`config.mk`:
```
export PLATFORM = sky130hd
export DESIGN_NAME = bitmap_rle_decoder_top
export DESIGN_NICKNAME = d
export VERILOG_FILES = /design/src/rtl/brd_pkg.sv /design/src/rtl/brd_div.sv /design/src/rtl/brd_datapath.sv /design/src/rtl/brd_ctrl.sv /design/src/rtl/bitmap_rle_decoder_top.sv
export SDC_FILE = /design/constraint.sdc
export NUM_CORES = 2
export LEC_CHECK = 0
export BUFFER_PORTS_ARGS = -buffer_cell sky130_fd_sc_hd__buf_2
export CAP_MARGIN = 20
export CORE_MARGIN = 2
export CORE_UTILIZATION = 45
export DETAILED_ROUTE_END_ITERATION = 8
export HOLD_SLACK_MARGIN = 0.05
export PLACE_DENSITY_LB_ADDON = 0.2
export SETUP_SLACK_MARGIN = 0.4
export SYNTH_ARGS = -nofsm -noshare
export SYNTH_HDL_FRONTEND = slang
export SYNTH_SLANG_ARGS = --single-unit
```
`constraint.sdc`:
```
create_clock -name clk_i -period 8.53 [get_ports clk_i]
set_input_delay 1.2795 -clock clk_i [delete_from_list [all_inputs] [get_ports clk_i]]
set_output_delay 1.2795 -clock clk_i [all_outputs]
set_load 0.005 [all_outputs]
```
`src/rtl/brd_pkg.sv`:
```
// Shared types and constants of the bitmap RLE decoder.
// Used by the RTL files of the block except brd_div; depends on nothing.
package brd_pkg;

  localparam int CODE_W  = 8;
  localparam int CFG_W   = 13;
  localparam int ADDR_W  = 24;
  localparam int STAT_W  = 2;
  localparam int CIDX_W  = 2;

  localparam int DEF_MAX_WIDTH  = 4096;
  localparam int DEF_MAX_HEIGHT = 4096;

  localparam logic [CIDX_W-1:0] CFG_IDX_WIDTH  = 2'd0;
  localparam logic [CIDX_W-1:0] CFG_IDX_HEIGHT = 2'd1;
  localparam logic [CIDX_W-1:0] CFG_IDX_FOUR   = 2'd2;

  localparam logic [STAT_W-1:0] STAT_SPAN = 2'd0;
  localparam logic [STAT_W-1:0] STAT_EOB  = 2'd1;
  localparam logic [STAT_W-1:0] STAT_ERR  = 2'd2;

  localparam logic [CODE_W-1:0] ESC_EOL   = 8'd0;
  localparam logic [CODE_W-1:0] ESC_EOB   = 8'd1;
  localparam logic [CODE_W-1:0] ESC_DELTA = 8'd2;

  typedef enum logic [3:0] {
    PH_FIRST     = 4'd0,
    PH_ESCAPE    = 4'd1,
    PH_RUN_VALUE = 4'd2,
    PH_DELTA_X   = 4'd3,
    PH_DELTA_Y   = 4'd4,
    PH_ABSOLUTE  = 4'd5,
    PH_PAD       = 4'd6,
    PH_DONE      = 4'd7,
    PH_ERROR     = 4'd8
  } phase_e;

  typedef enum logic [3:0] {
    SQ_IDLE,
    SQ_EXEC,
    SQ_DELTA,
    SQ_DIVA_GO,
    SQ_DIVA_WAIT,
    SQ_DIVB_GO,
    SQ_DIVB_WAIT,
    SQ_SPAN,
    SQ_SETTLE
  } seq_e;

  typedef enum logic [1:0] {
    RES_EOB,
    RES_ERR,
    RES_RUN,
    RES_ABS
  } res_e;

  typedef struct packed {
    logic load;
    logic pend_load;
    logic dx_load;
    logic jump_load;
    logic delta_apply;
    logic eol;
    logic abs_load;
    logic pad_clear;
    logic div_start;
    logic div_hi;
    logic col_load;
    logic row_adv;
    logic cnt_pend;
    logic emit;
    res_e res_sel;
  } cmd_t;

  typedef struct packed {
    logic code_zero;
    logic code_one;
    logic code_two;
    logic ov_code;
    logic ov_pend;
    logic pos_ge_size;
    logic abs_last;
    logic pad_set;
    logic div_done;
  } sts_t;

endpackage

```
`src/rtl/brd_div.sv`:
```
// Bit-serial remainder unit: one dividend bit per cycle.
// Standalone; used by brd_datapath for the row-end update.
module brd_div #(
  parameter int DW = 26,
  parameter int VW = 13
) (
  input  logic          clk_i,
  input  logic          rst_ni,
  input  logic          start_i,
  input  logic [DW-1:0] dividend_i,
  input  logic [VW-1:0] divisor_i,
  output logic          done_o,
  output logic [VW-1:0] rem_o
);

  localparam int CW = $clog2(DW + 1);

  logic          busy_q;
  logic          done_q;
  logic [CW-1:0] cnt_q;
  logic [DW-1:0] dvd_q;
  logic [VW-1:0] dvs_q;
  logic [VW-1:0] rem_q;
  logic [VW:0]   partial;
  logic [VW:0]   diff;
  logic [VW-1:0] rem_step;

  assign partial  = {rem_q, dvd_q[DW-1]};
  assign diff     = partial - {1'b0, dvs_q};
  assign rem_step = (partial >= {1'b0, dvs_q}) ? diff[VW-1:0] : partial[VW-1:0];

  always_ff @(posedge clk_i or negedge rst_ni) begin
    if (!rst_ni) begin
      busy_q <= 1'b0;
      done_q <= 1'b0;
      cnt_q  <= '0;
    end else if (start_i) begin
      busy_q <= 1'b1;
      done_q <= 1'b0;
      cnt_q  <= CW'(DW);
    end else if (busy_q) begin
      cnt_q <= cnt_q - CW'(1);
      if (cnt_q == CW'(1)) begin
        busy_q <= 1'b0;
        done_q <= 1'b1;
      end
    end else begin
      done_q <= 1'b0;
    end
  end

  always_ff @(posedge clk_i) begin
    if (start_i) begin
      dvd_q <= dividend_i;
      dvs_q <= divisor_i;
      rem_q <= '0;
    end else if (busy_q) begin
      dvd_q <= dvd_q << 1;
      rem_q <= rem_step;
    end
  end

  assign done_o = done_q;
  assign rem_o  = rem_q;

endmodule

```
`src/rtl/brd_datapath.sv`:
```
// Datapath: configuration, position and row-end registers, result register.
// Depends on brd_pkg and brd_div; driven by brd_ctrl commands.
module brd_datapath #(
  parameter int MAX_WIDTH  = brd_pkg::DEF_MAX_WIDTH,
  parameter int MAX_HEIGHT = brd_pkg::DEF_MAX_HEIGHT
) (
  input  logic                        clk_i,
  input  logic                        rst_ni,
  input  logic                        cfg_we_i,
  input  logic [brd_pkg::CIDX_W-1:0]  cfg_index_i,
  input  logic [brd_pkg::CFG_W-1:0]   cfg_data_i,
  input  logic [brd_pkg::CODE_W-1:0]  code_byte_i,
  input  logic                        frame_start_i,
  input  brd_pkg::cmd_t               cmd_i,
  output brd_pkg::sts_t               sts_o,
  output logic [brd_pkg::ADDR_W-1:0]  write_address_o,
  output logic [brd_pkg::CODE_W-1:0]  pixel_count_o,
  output logic [brd_pkg::CODE_W-1:0]  even_value_o,
  output logic [brd_pkg::CODE_W-1:0]  odd_value_o,
  output logic [brd_pkg::STAT_W-1:0]  status_o
);

  localparam int     CFG_MAX = (1 << brd_pkg::CFG_W) - 1;
  localparam int     WMAX    = (MAX_WIDTH < CFG_MAX) ? MAX_WIDTH : CFG_MAX;
  localparam int     HMAX    = (MAX_HEIGHT < CFG_MAX) ? MAX_HEIGHT : CFG_MAX;
  localparam int     WW      = $clog2(WMAX + 1);
  localparam int     HW      = $clog2(HMAX + 1);
  localparam longint SMAX    = longint'(WMAX) * longint'(HMAX);
  localparam int     SW      = $clog2(SMAX + 1);
  localparam longint PMAX    = SMAX + 260 * longint'(WMAX) + 1024;
  localparam int     PW      = $clog2(PMAX + 1) + 1;
  localparam int     JW      = brd_pkg::CODE_W + WW;
  localparam int     CW      = brd_pkg::CODE_W;

  logic [brd_pkg::CFG_W-1:0] cfg_w_q;
  logic [brd_pkg::CFG_W-1:0] cfg_h_q;
  logic                      four_q;
  logic [SW-1:0]             size_q;
  logic [PW-1:0]             pos_q;
  logic [PW-1:0]             row_end_q;
  logic [CW-1:0]             abs_rem_q;
  logic [CW-1:0]             pend_q;
  logic [CW-1:0]             dx_q;
  logic                      pad_q;
  logic [CW-1:0]             code_q;
  logic [JW-1:0]             jump_q;
  logic [WW-1:0]             col_q;

  logic [brd_pkg::ADDR_W-1:0] addr_q;
  logic [CW-1:0]              cnt_out_q;
  logic [CW-1:0]              ev_q;
  logic [CW-1:0]              od_q;
  logic [brd_pkg::STAT_W-1:0] stat_q;

  logic [WW-1:0]    w_eff;
  logic [HW-1:0]    h_eff;
  logic [WW+HW-1:0] size_prod;
  logic [PW:0]      pos_x;
  logic [PW:0]      size_x;
  logic [CW-1:0]    cnt_sel;
  logic [PW-1:0]    dividend;
  logic             div_done;
  logic [WW-1:0]    div_rem;
  logic [CW-1:0]    abs_n_pre;
  logic [CW-1:0]    abs_n;
  logic [CW-1:0]    ev_run;
  logic [CW-1:0]    od_run;
  logic [CW-1:0]    ev_abs;
  logic [CW-1:0]    od_abs;
  logic [CW:0]      code_p1;
  logic             pad_new;

  always_comb begin
    if (cfg_w_q == '0) begin
      w_eff = WW'(1);
    end else if (32'(cfg_w_q) > 32'(WMAX)) begin
      w_eff = WW'(WMAX);
    end else begin
      w_eff = WW'(cfg_w_q);
    end
    if (cfg_h_q == '0) begin
      h_eff = HW'(1);
    end else if (32'(cfg_h_q) > 32'(HMAX)) begin
      h_eff = HW'(HMAX);
    end else begin
      h_eff = HW'(cfg_h_q);
    end
  end

  assign size_prod = (WW+HW)'(w_eff) * (WW+HW)'(h_eff);

  assign pos_x  = {1'b0, pos_q};
  assign size_x = (PW+1)'(size_q);

  assign cnt_sel  = cmd_i.cnt_pend ? pend_q : code_q;
  assign dividend = cmd_i.div_hi ? (pos_q + PW'(cnt_sel)) : pos_q;

  brd_div #(
    .DW(PW),
    .VW(WW)
  ) u_div (
    .clk_i     (clk_i),
    .rst_ni    (rst_ni),
    .start_i   (cmd_i.div_start),
    .dividend_i(dividend),
    .divisor_i (w_eff),
    .done_o    (div_done),
    .rem_o     (div_rem)
  );

  always_comb begin
    if (four_q && (abs_rem_q >= CW'(2))) begin
      abs_n_pre = CW'(2);
    end else begin
      abs_n_pre = CW'(1);
    end
    abs_n  = (abs_n_pre > abs_rem_q) ? abs_rem_q : abs_n_pre;
    ev_abs = four_q ? {4'b0, code_q[7:4]} : code_q;
    od_abs = (four_q && (abs_n_pre == CW'(2))) ? {4'b0, code_q[3:0]} : '0;
    ev_run = four_q ? {4'b0, code_q[7:4]} : code_q;
    od_run = four_q ? {4'b0, code_q[3:0]} : code_q;
    if (pend_q < CW'(2)) begin
      od_run = '0;
    end
  end

  assign code_p1 = {1'b0, code_q} + (CW+1)'(1);
  assign pad_new = four_q ? code_p1[1] : code_q[0];

  always_comb begin
    sts_o             = '0;
    sts_o.code_zero   = (code_q == brd_pkg::ESC_EOL);
    sts_o.code_one    = (code_q == brd_pkg::ESC_EOB);
    sts_o.code_two    = (code_q == brd_pkg::ESC_DELTA);
    sts_o.ov_code     = (pos_x >= size_x) || ((pos_x + (PW+1)'(code_q)) > size_x);
    sts_o.ov_pend     = (pos_x >= size_x) || ((pos_x + (PW+1)'(pend_q)) > size_x);
    sts_o.pos_ge_size = (pos_x >= size_x);
    sts_o.abs_last    = (abs_rem_q == abs_n);
    sts_o.pad_set     = pad_q;
    sts_o.div_done    = div_done;
  end

  always_ff @(posedge clk_i or negedge rst_ni) begin
    if (!rst_ni) begin
      cfg_w_q <= brd_pkg::CFG_W'(1);
      cfg_h_q <= brd_pkg::CFG_W'(1);
      four_q  <= 1'b0;
    end else if (cfg_we_i) begin
      case (cfg_index_i)
        brd_pkg::CFG_IDX_WIDTH:  cfg_w_q <= cfg_data_i;
        brd_pkg::CFG_IDX_HEIGHT: cfg_h_q <= cfg_data_i;
        brd_pkg::CFG_IDX_FOUR:   four_q  <= cfg_data_i[0];
        default: ;
      endcase
    end
  end

  always_ff @(posedge clk_i or negedge rst_ni) begin
    if (!rst_ni) begin
      size_q    <= SW'(1);
      pos_q     <= '0;
      row_end_q <= PW'(1);
      abs_rem_q <= '0;
      pend_q    <= '0;
      dx_q      <= '0;
      pad_q     <= 1'b0;
    end else begin
      size_q <= SW'(size_prod);
      if (cmd_i.load) begin
        if (frame_start_i) begin
          pos_q     <= '0;
          row_end_q <= PW'(w_eff);
          abs_rem_q <= '0;
          pend_q    <= '0;
          dx_q      <= '0;
          pad_q     <= 1'b0;
        end
      end else if (cmd_i.pend_load) begin
        pend_q <= code_q;
      end else if (cmd_i.dx_load) begin
        dx_q <= code_q;
      end else if (cmd_i.delta_apply) begin
        pos_q     <= pos_q + PW'(jump_q) + PW'(dx_q);
        row_end_q <= row_end_q + PW'(jump_q);
      end else if (cmd_i.eol) begin
        pos_q     <= row_end_q;
        row_end_q <= row_end_q + PW'(w_eff);
      end else if (cmd_i.abs_load) begin
        abs_rem_q <= code_q;
        pad_q     <= pad_new;
      end else if (cmd_i.pad_clear) begin
        pad_q <= 1'b0;
      end else if (cmd_i.row_adv) begin
        row_end_q <= row_end_q + PW'(col_q) + PW'(cnt_sel) - PW'(div_rem);
      end else if (cmd_i.emit) begin
        if (cmd_i.res_sel == brd_pkg::RES_RUN) begin
          pos_q <= pos_q + PW'(pend_q);
        end else if (cmd_i.res_sel == brd_pkg::RES_ABS) begin
          pos_q     <= pos_q + PW'(abs_n);
          abs_rem_q <= abs_rem_q - abs_n;
        end
      end
    end
  end

  always_ff @(posedge clk_i) begin
    if (cmd_i.load) begin
      code_q <= code_byte_i;
    end
    if (cmd_i.jump_load) begin
      jump_q <= JW'(code_q) * JW'(w_eff);
    end
    if (cmd_i.col_load) begin
      col_q <= div_rem;
    end
    if (cmd_i.emit) begin
      unique case (cmd_i.res_sel)
        brd_pkg::RES_EOB: begin
          addr_q    <= '0;
          cnt_out_q <= '0;
          ev_q      <= '0;
          od_q      <= '0;
          stat_q    <= brd_pkg::STAT_EOB;
        end
        brd_pkg::RES_ERR: begin
          addr_q    <= '0;
          cnt_out_q <= '0;
          ev_q      <= '0;
          od_q      <= '0;
          stat_q    <= brd_pkg::STAT_ERR;
        end
        brd_pkg::RES_RUN: begin
          addr_q    <= brd_pkg::ADDR_W'(pos_q);
          cnt_out_q <= pend_q;
          ev_q      <= ev_run;
          od_q      <= od_run;
          stat_q    <= brd_pkg::STAT_SPAN;
        end
        brd_pkg::RES_ABS: begin
          addr_q    <= brd_pkg::ADDR_W'(pos_q);
          cnt_out_q <= abs_n;
          ev_q      <= ev_abs;
          od_q      <= od_abs;
          stat_q    <= brd_pkg::STAT_SPAN;
        end
        default: ;
      endcase
    end
  end

  assign write_address_o = addr_q;
  assign pixel_count_o   = cnt_out_q;
  assign even_value_o    = ev_q;
  assign odd_value_o     = od_q;
  assign status_o        = stat_q;

endmodule

```
`src/rtl/brd_ctrl.sv`:
```
// Controller: parse phase and operation sequencer of the decoder.
// Depends on brd_pkg; issues commands to brd_datapath.
module brd_ctrl (
  input  logic          clk_i,
  input  logic          rst_ni,
  input  logic          in_valid_i,
  input  logic          in_frame_start_i,
  input  logic          out_stall_i,
  input  brd_pkg::sts_t sts_i,
  output brd_pkg::cmd_t cmd_o,
  output logic          in_stall_o,
  output logic          out_valid_o
);

  brd_pkg::seq_e   state_q, state_d;
  brd_pkg::phase_e phase_q, phase_d;
  logic            out_valid_q, out_valid_d;
  logic            out_free;

  assign out_free = !out_valid_q || !out_stall_i;

  always_comb begin
    state_d = state_q;
    phase_d = phase_q;
    unique case (state_q)
      brd_pkg::SQ_IDLE: begin
        if (in_valid_i) begin
          state_d = brd_pkg::SQ_EXEC;
          if (in_frame_start_i) begin
            phase_d = brd_pkg::PH_FIRST;
          end
        end
      end
      brd_pkg::SQ_EXEC: begin
        unique case (phase_q)
          brd_pkg::PH_FIRST: begin
            phase_d = sts_i.code_zero ? brd_pkg::PH_ESCAPE : brd_pkg::PH_RUN_VALUE;
            state_d = brd_pkg::SQ_IDLE;
          end
          brd_pkg::PH_ESCAPE: begin
            if (sts_i.code_zero) begin
              state_d = brd_pkg::SQ_SETTLE;
            end else if (sts_i.code_one) begin
              if (out_free) begin
                phase_d = brd_pkg::PH_DONE;
                state_d = brd_pkg::SQ_IDLE;
              end
            end else if (sts_i.code_two) begin
              phase_d = brd_pkg::PH_DELTA_X;
              state_d = brd_pkg::SQ_IDLE;
            end else if (sts_i.ov_code) begin
              if (out_free) begin
                phase_d = brd_pkg::PH_ERROR;
                state_d = brd_pkg::SQ_IDLE;
              end
            end else begin
              phase_d = brd_pkg::PH_ABSOLUTE;
              state_d = brd_pkg::SQ_DIVA_GO;
            end
          end
          brd_pkg::PH_RUN_VALUE: begin
            if (sts_i.ov_pend) begin
              if (out_free) begin
                phase_d = brd_pkg::PH_ERROR;
                state_d = brd_pkg::SQ_IDLE;
              end
            end else begin
              state_d = brd_pkg::SQ_DIVA_GO;
            end
          end
          brd_pkg::PH_DELTA_X: begin
            phase_d = brd_pkg::PH_DELTA_Y;
            state_d = brd_pkg::SQ_IDLE;
          end
          brd_pkg::PH_DELTA_Y: state_d = brd_pkg::SQ_DELTA;
          brd_pkg::PH_ABSOLUTE: begin
            if (out_free) begin
              if (!sts_i.abs_last) begin
                state_d = brd_pkg::SQ_IDLE;
              end else if (sts_i.pad_set) begin
                phase_d = brd_pkg::PH_PAD;
                state_d = brd_pkg::SQ_IDLE;
              end else begin
                state_d = brd_pkg::SQ_SETTLE;
              end
            end
          end
          brd_pkg::PH_PAD: state_d = brd_pkg::SQ_SETTLE;
          brd_pkg::PH_ERROR: begin
            if (out_free) begin
              state_d = brd_pkg::SQ_IDLE;
            end
          end
          default: state_d = brd_pkg::SQ_IDLE;
        endcase
      end
      brd_pkg::SQ_DELTA:   state_d = brd_pkg::SQ_SETTLE;
      brd_pkg::SQ_DIVA_GO: state_d = brd_pkg::SQ_DIVA_WAIT;
      brd_pkg::SQ_DIVA_WAIT: begin
        if (sts_i.div_done) begin
          state_d = brd_pkg::SQ_DIVB_GO;
        end
      end
      brd_pkg::SQ_DIVB_GO: state_d = brd_pkg::SQ_DIVB_WAIT;
      brd_pkg::SQ_DIVB_WAIT: begin
        if (sts_i.div_done) begin
          state_d = (phase_q == brd_pkg::PH_RUN_VALUE) ? brd_pkg::SQ_SPAN : brd_pkg::SQ_IDLE;
        end
      end
      brd_pkg::SQ_SPAN: begin
        if (out_free) begin
          state_d = brd_pkg::SQ_SETTLE;
        end
      end
      brd_pkg::SQ_SETTLE: begin
        phase_d = sts_i.pos_ge_size ? brd_pkg::PH_DONE : brd_pkg::PH_FIRST;
        state_d = brd_pkg::SQ_IDLE;
      end
      default: state_d = brd_pkg::SQ_IDLE;
    endcase
  end

  always_comb begin
    cmd_o          = '0;
    cmd_o.res_sel  = brd_pkg::RES_EOB;
    cmd_o.cnt_pend = (phase_q == brd_pkg::PH_RUN_VALUE);
    unique case (state_q)
      brd_pkg::SQ_IDLE: cmd_o.load = in_valid_i;
      brd_pkg::SQ_EXEC: begin
        unique case (phase_q)
          brd_pkg::PH_FIRST: cmd_o.pend_load = !sts_i.code_zero;
          brd_pkg::PH_ESCAPE: begin
            if (sts_i.code_zero) begin
              cmd_o.eol = 1'b1;
            end else if (sts_i.code_one) begin
              cmd_o.emit    = out_free;
              cmd_o.res_sel = brd_pkg::RES_EOB;
            end else if (sts_i.code_two) begin
              cmd_o.emit = 1'b0;
            end else if (sts_i.ov_code) begin
              cmd_o.emit    = out_free;
              cmd_o.res_sel = brd_pkg::RES_ERR;
            end else begin
              cmd_o.abs_load = 1'b1;
            end
          end
          brd_pkg::PH_RUN_VALUE: begin
            cmd_o.emit    = sts_i.ov_pend && out_free;
            cmd_o.res_sel = brd_pkg::RES_ERR;
          end
          brd_pkg::PH_DELTA_X: cmd_o.dx_load = 1'b1;
          brd_pkg::PH_DELTA_Y: cmd_o.jump_load = 1'b1;
          brd_pkg::PH_ABSOLUTE: begin
            cmd_o.emit    = out_free;
            cmd_o.res_sel = brd_pkg::RES_ABS;
          end
          brd_pkg::PH_PAD: cmd_o.pad_clear = 1'b1;
          brd_pkg::PH_ERROR: begin
            cmd_o.emit    = out_free;
            cmd_o.res_sel = brd_pkg::RES_ERR;
          end
          default: ;
        endcase
      end
      brd_pkg::SQ_DELTA:     cmd_o.delta_apply = 1'b1;
      brd_pkg::SQ_DIVA_GO:   cmd_o.div_start = 1'b1;
      brd_pkg::SQ_DIVA_WAIT: cmd_o.col_load = sts_i.div_done;
      brd_pkg::SQ_DIVB_GO: begin
        cmd_o.div_start = 1'b1;
        cmd_o.div_hi    = 1'b1;
      end
      brd_pkg::SQ_DIVB_WAIT: cmd_o.row_adv = sts_i.div_done;
      brd_pkg::SQ_SPAN: begin
        cmd_o.emit    = out_free;
        cmd_o.res_sel = brd_pkg::RES_RUN;
      end
      brd_pkg::SQ_SETTLE: ;
      default: ;
    endcase
  end

  assign out_valid_d = cmd_o.emit || (out_valid_q && out_stall_i);

  always_ff @(posedge clk_i or negedge rst_ni) begin
    if (!rst_ni) begin
      state_q     <= brd_pkg::SQ_IDLE;
      phase_q     <= brd_pkg::PH_FIRST;
      out_valid_q <= 1'b0;
    end else begin
      state_q     <= state_d;
      phase_q     <= phase_d;
      out_valid_q <= out_valid_d;
    end
  end

  assign in_stall_o  = (state_q != brd_pkg::SQ_IDLE);
  assign out_valid_o = out_valid_q;

endmodule

```
`src/rtl/bitmap_rle_decoder_top.sv`:
```
// A run-value byte or absolute-run header takes two serial remainder passes over a
// PW-bit dividend (PW = 26 at default limits).
// Input: a new code byte is taken only once the last one is finished; a result waits in the output register.
// Reset: asynchronous, active low; width and height 1, RLE8, parser expects a code byte.
module bitmap_rle_decoder_top #(
  parameter int MAX_WIDTH  = brd_pkg::DEF_MAX_WIDTH,
  parameter int MAX_HEIGHT = brd_pkg::DEF_MAX_HEIGHT
) (
  input  logic                       clk_i,
  input  logic                       rst_ni,
  input  logic                       cfg_we_i,
  input  logic [brd_pkg::CIDX_W-1:0] cfg_index_i,
  input  logic [brd_pkg::CFG_W-1:0]  cfg_data_i,
  input  logic                       in_valid_i,
  output logic                       in_stall_o,
  input  logic [brd_pkg::CODE_W-1:0] code_byte_i,
  input  logic                       frame_start_i,
  output logic                       out_valid_o,
  input  logic                       out_stall_i,
  output logic [brd_pkg::ADDR_W-1:0] write_address_o,
  output logic [brd_pkg::CODE_W-1:0] pixel_count_o,
  output logic [brd_pkg::CODE_W-1:0] even_value_o,
  output logic [brd_pkg::CODE_W-1:0] odd_value_o,
  output logic [brd_pkg::STAT_W-1:0] status_o
);

  brd_pkg::cmd_t cmd;
  brd_pkg::sts_t sts;

  brd_ctrl u_ctrl (
    .clk_i           (clk_i),
    .rst_ni          (rst_ni),
    .in_valid_i      (in_valid_i),
    .in_frame_start_i(frame_start_i),
    .out_stall_i     (out_stall_i),
    .sts_i           (sts),
    .cmd_o           (cmd),
    .in_stall_o      (in_stall_o),
    .out_valid_o     (out_valid_o)
  );

  brd_datapath #(
    .MAX_WIDTH (MAX_WIDTH),
    .MAX_HEIGHT(MAX_HEIGHT)
  ) u_datapath (
    .clk_i          (clk_i),
    .rst_ni         (rst_ni),
    .cfg_we_i       (cfg_we_i),
    .cfg_index_i    (cfg_index_i),
    .cfg_data_i     (cfg_data_i),
    .code_byte_i    (code_byte_i),
    .frame_start_i  (frame_start_i),
    .cmd_i          (cmd),
    .sts_o          (sts),
    .write_address_o(write_address_o),
    .pixel_count_o  (pixel_count_o),
    .even_value_o   (even_value_o),
    .odd_value_o    (odd_value_o),
    .status_o       (status_o)
  );

endmodule

```
==> results.md <==
| Item | This run | Unit |
| --- | --- | --- |
| Worst flop-to-flop path endpoint | u_datapath.size_q[24] | - |
| R2R Setup Slk | 1.39 | ns |
| Period minus WS final | 7.139 | ns |
| Number of nets in the layout | 4097 | - |
| Root Driver | sky130_fd_sc_hd__clkbuf_16 | - |
| Unrepaired setup endpoints after global routing | no | - |
| TritonCTS clock tree | yes | - |
| Worst R2R Start | u_datapath.cfg_w_q[12] | - |
| Yosys warns | 0 | - |
| Die Area | 70410 | um^2 |
| Max-slew violations | 0 | - |
| Number of non-filler instances in the completed layout | 4388 | - |
| Total power consumption of the routed design | 13.80 | mW |
| CP Max Fanout | 18 | - |
| Path class of the lowest-slack min-delay path | flip-flop to flip-flop | - |
| Fraction of layout cells with a size suffix above 1 | 7.624 | % |
| Cell Count Post-Placement | 4316 | - |
| Worst slew pin tran | 1.083 | ns |
| Maximum count of clock buffers along a single path | 3 | - |
| Setup slack after placement | 1.538 | ns |
| Clock latency at the later pin of the worst-skew pair | 0.59 | ns |
| Final Hold Viols | 0 | - |
| Via count normalized by instance count | 5.749 | - |
| Via count of the first global-routing pass | 24730 | - |
| Effective utilization at floorplan | 45.60 | % |
| Max-cap violation count | 0 | - |
| Cts bufs inserted | 39 | - |
| Count of routing violations after the opening detailed-route iteration | 2162 | - |
| Part of the total power dissipated in the clock network | 12.2 | % |
| Number of antenna diodes | 0 | - |
| Total congestion overflow after global routing | 0 | - |
| Detailed-placement wirelength estimate | 72.69 | mm |
| Most common cell in the netlist | sky130_fd_sc_hd__nand2_1 | - |
| Result of the run | completed | - |
| Arrival @ worst endpoint | 7.62 | ns |
| Top cells by area in the synthesized netlist | sky130_fd_sc_hd__ha_1 15%, sky130_fd_sc_hd__fa_1 15%, sky130_fd_sc_hd__edfxtp_1 13%, sky130_fd_sc_hd__dfrtp_1 11%, sky130_fd_sc_hd__nand2_1 4.9% | - |
| M3 GR Usage | 3.962 | % |
| Post-route worst hold slack | 0.5004 | ns |
| Total via count in the routed design | 25230 | - |
| Proportion of synthesized chip area in sequential cells | 25.47 | % |
| Count of unresolved DRC violations after routing | 0 | - |
| Clock tree sinks | 289 | - |
| H-tree level count | 2 | - |
| Element type at the critical path end | flip-flop | - |
| Routability cong. | 0.9368 | - |
| Number of search-and-repair iterations in the first detailed-routing pass | 6 | - |
| Capture point of the critical path | u_datapath.size_q[24] | - |
| Syn_nets | 4057 | - |
| Final setup violation count | 0 | - |
| Post-synthesis area per instance | 8.924 | um^2 |
| Largest net degree at the start of global routing | 79 | - |
| Row cnt | 95 | - |
| Worst setup startpoint | u_datapath.cfg_w_q[12] | - |
| Share of the synthesized area in the top cell type | 14.65 | % |
| First-pass GRT wire length | 146.2 | mm |
| Dominant cell type by area after synthesis | sky130_fd_sc_hd__ha_1 | - |
| R2R cell count | 23 | - |
| Net switching power of the design | 6.899 | mW |
| Cell area after layout | 33460 | um^2 |
| Post-CTS Resized | 0 | - |
| # Post-CTS Setup Buffers | 0 | - |
| Critical path class | flip-flop to flip-flop | - |
| Core occupancy in the finished layout | 49.64 | % |
| Post-synth EDFFs | 131 | - |
| Post-synthesis cell count | 3444 | - |
| Maximum resistive drop on vdd | 0.0002819 | V |
| Skew final | 0.03665 | ns |
| List of most frequent post-synthesis cells | 402 x sky130_fd_sc_hd__nand2_1, 380 x sky130_fd_sc_hd__inv_1, 360 x sky130_fd_sc_hd__ha_1, 235 x sky130_fd_sc_hd__nor2_1, 224 x sky130_fd_sc_hd__fa_1 | - |
| Core region area | 67400 | um^2 |
| Ratio of final minimum period to clock period | 83.70 | % |
| Die Y-Extent | 265.3 | um |
| Post-placement cell area | 32170 | um^2 |
| Global-route usage over all layers | 27.03 | % |
| Sum of negative setup slack | 0 | ns |
| Chip Width | 265.3 | um |
| Static power due to leakage | 15.79 | nW |
| Synth Register Bits | 289 | - |
| Number of nets still failing antenna checks after routing | 0 | - |
| Clock transition at the registers of the reported paths | 0.06 | ns |
| Count of hold-fix buffers inserted at cts | 0 | - |
| Required @ worst endpoint | 9.01 | ns |
| Mapped Area | 30740 | um^2 |
| Sw frac | 50.00 | % |
| Most Used Layer, Global Route | met2 | - |
| Top FF cell, synth | sky130_fd_sc_hd__dfrtp_1 | - |
| Total Wirelength | 94.39 | mm |
| Async set-or-reset flop fraction in the synthesized netlist | 50.17 | % |
| Worst-case setup margin in the final layout | 1.391 | ns |
| Relative contribution of sequential cells to total power | 19.9 | % |
| Met2 track utilization from global routing | 42.54 | % |
| Total power per unit cell area | 412.4 | nW/um^2 |
| Wire length per cell after detailed routing | 21.51 | um |
| Area Overhead vs Synth | 8.850 | % |
| Met1 track demand over resource in global routing | 37.49 | % |
| Cell-internal power | 6.899 | mW |
| Relative slew slack | 27.65 | % |
| Kind of launch point of the worst setup path | flip-flop | - |
| Unique masters post-synth | 84 | - |
| Combinational share of power | 67.9 | % |
| Quantity of I/O buffers inserted on ports | 80 | - |
| Highest clock frequency the design can meet | 140.1 | MHz |
| Number of primary I/O pins | 81 | - |
| Number of antenna violations at the first check in global routing | 0 | - |
layer usage:
metal | vias up | wire length [um]
li1 | 11880 | -
met1 | 12370 | 41690
met2 | 830 | 42450
met3 | 148 | 6323
met4 | 0 | 3924
met5 | - | 0
layout by cell type (no fill, tap or decap), types with 9 or more instances in the layout:
| cell | netlist | final |
|---|---|---|
| sky130_fd_sc_hd__mux2i_1 | 31 | 31 |
| sky130_fd_sc_hd__o21a_1 | 21 | 21 |
| sky130_fd_sc_hd__nor4_1 | 17 | 17 |
| sky130_fd_sc_hd__a21oi_1 | 192 | 191 |
| sky130_fd_sc_hd__clkbuf_1 | 118 | 9 |
| sky130_fd_sc_hd__nand2_1 | 402 | 402 |
| sky130_fd_sc_hd__or3_1 | 23 | 23 |
| sky130_fd_sc_hd__nor2_1 | 235 | 233 |
| sky130_fd_sc_hd__o31ai_1 | 18 | 18 |
| sky130_fd_sc_hd__a211o_1 | 11 | 11 |
| sky130_fd_sc_hd__ha_1 | 360 | 360 |
| sky130_fd_sc_hd__dfrtp_1 | 141 | 141 |
| sky130_fd_sc_hd__clkinv_1 | 8 | 12 |
| sky130_fd_sc_hd__and3_1 | 19 | 19 |
| sky130_fd_sc_hd__xnor2_1 | 118 | 118 |
| sky130_fd_sc_hd__o2111ai_1 | 12 | 12 |
| sky130_fd_sc_hd__and2_1 | 90 | 90 |
| sky130_fd_sc_hd__or2_2 | 11 | 11 |
| sky130_fd_sc_hd__o21ai_0 | 180 | 180 |
| sky130_fd_sc_hd__inv_1 | 380 | 380 |
| sky130_fd_sc_hd__nor2b_1 | 71 | 70 |
| sky130_fd_sc_hd__nand4_1 | 26 | 26 |
| sky130_fd_sc_hd__a31oi_1 | 16 | 16 |
| sky130_fd_sc_hd__a211oi_1 | 42 | 42 |
| sky130_fd_sc_hd__edfxtp_1 | 131 | 131 |
| sky130_fd_sc_hd__o211ai_1 | 29 | 29 |
| sky130_fd_sc_hd__o21bai_1 | 26 | 26 |
| sky130_fd_sc_hd__mux2_2 | 28 | 28 |
| sky130_fd_sc_hd__nand3_1 | 80 | 80 |
| sky130_fd_sc_hd__clkbuf_16 | 0 | 40 |
| sky130_fd_sc_hd__o22ai_1 | 12 | 12 |
| sky130_fd_sc_hd__xor2_1 | 73 | 73 |
| sky130_fd_sc_hd__fa_1 | 224 | 224 |
| sky130_fd_sc_hd__buf_2 | 8 | 79 |
| sky130_fd_sc_hd__a21o_1 | 58 | 58 |
| sky130_fd_sc_hd__dfxtp_1 | 13 | 13 |
| sky130_fd_sc_hd__buf_4 | 0 | 57 |
| sky130_fd_sc_hd__nand2b_1 | 27 | 27 |
| sky130_fd_sc_hd__nor3_1 | 61 | 57 |
worst min path at each step:
stage                                        start                  endpoint  depth (start not counted)
after global routing      u_datapath.row_end_q[25]  u_datapath.row_end_q[25]                          1
final                     u_datapath.row_end_q[25]  u_datapath.row_end_q[25]                          1
after global placement    u_datapath.row_end_q[25]  u_datapath.row_end_q[25]                          1
after floorplan           u_datapath.row_end_q[25]  u_datapath.row_end_q[25]                          1
after detailed placement  u_datapath.row_end_q[25]  u_datapath.row_end_q[25]                          1
after CTS                 u_datapath.row_end_q[25]  u_datapath.row_end_q[25]                          1
kinds of logic after synthesis:
group / Yosys count / synth area share (%)
muxes: 59 / 2.035
buffers and inverters: 526 / 6.505
adders and majority gates: 584 / 29.24
xor gates and xnor gates: 191 / 5.443
AOI/OAI and AO/OA: 709 / 14.68
DFF: 289 / 25.47
and+or+nand+nor: 1086 / 16.63
power groups by stage:
stage	clock (mW)	sequential [mW]	combinational, mW
3_5_place_dp	0	2.74	9.27
2_1_floorplan	0	2.35	7.09
4_1_cts	1.72	2.72	9.35
6_report	1.68	2.75	9.36
3_3_place_gp	0	2.75	9.22
5_1_grt	1.76	2.79	10.6
area by class of cell:
class | instances | area (um^2)
clock buffers | 53 | 1090
inverters | 388 | 1456
clock inverters | 19 | 192.7
multi-input cells | 2629 | 20960
well taps | 873 | 1092
fillers | 6370 | 33940
flip-flops and latches | 289 | 7828
repair buffers | 137 | 834.6
state kept, by name (all words and copies together), names as in the netlist, 13 cells and up:
| register | count |
|---|---|
| u_datapath.cfg_w_q | 13 |
| u_datapath.jump_q | 21 |
| u_datapath.write_address_o | 24 |
| u_datapath.u_div.rem_o | 13 |
| u_datapath.row_end_q | 26 |
| u_datapath.u_div.dvd_q | 26 |
| u_datapath.cfg_h_q | 13 |
| u_datapath.col_q | 13 |
| u_datapath.u_div.dvs_q | 13 |
| u_datapath.size_q | 25 |
| u_datapath.pos_q | 26 |
worst max-delay path, stage by stage, from the launching register on:
cell                       delay (ns)
sky130_fd_sc_hd__dfrtp_1         0.37
sky130_fd_sc_hd__clkinv_1        0.28
sky130_fd_sc_hd__nand2_1         0.31
sky130_fd_sc_hd__inv_1           0.62
sky130_fd_sc_hd__nand2_1         0.16
sky130_fd_sc_hd__fa_1            0.54
sky130_fd_sc_hd__inv_1           0.05
sky130_fd_sc_hd__fa_1            0.52
sky130_fd_sc_hd__inv_1           0.05
sky130_fd_sc_hd__fa_1            0.50
sky130_fd_sc_hd__inv_1           0.05
sky130_fd_sc_hd__fa_1            0.46
sky130_fd_sc_hd__fa_1            0.49
sky130_fd_sc_hd__ha_1            0.24
sky130_fd_sc_hd__nor3_1          0.30
sky130_fd_sc_hd__o21ai_0         0.15
sky130_fd_sc_hd__a31oi_1         0.36
sky130_fd_sc_hd__o21ai_1         0.19
sky130_fd_sc_hd__o41a_1          0.37
sky130_fd_sc_hd__a41o_1          0.28
sky130_fd_sc_hd__o41ai_2         0.29
sky130_fd_sc_hd__o21bai_1        0.10
sky130_fd_sc_hd__a21oi_1         0.20
sky130_fd_sc_hd__xnor2_1         0.14
No activity file was read; power rests on OpenSTA's default activity.
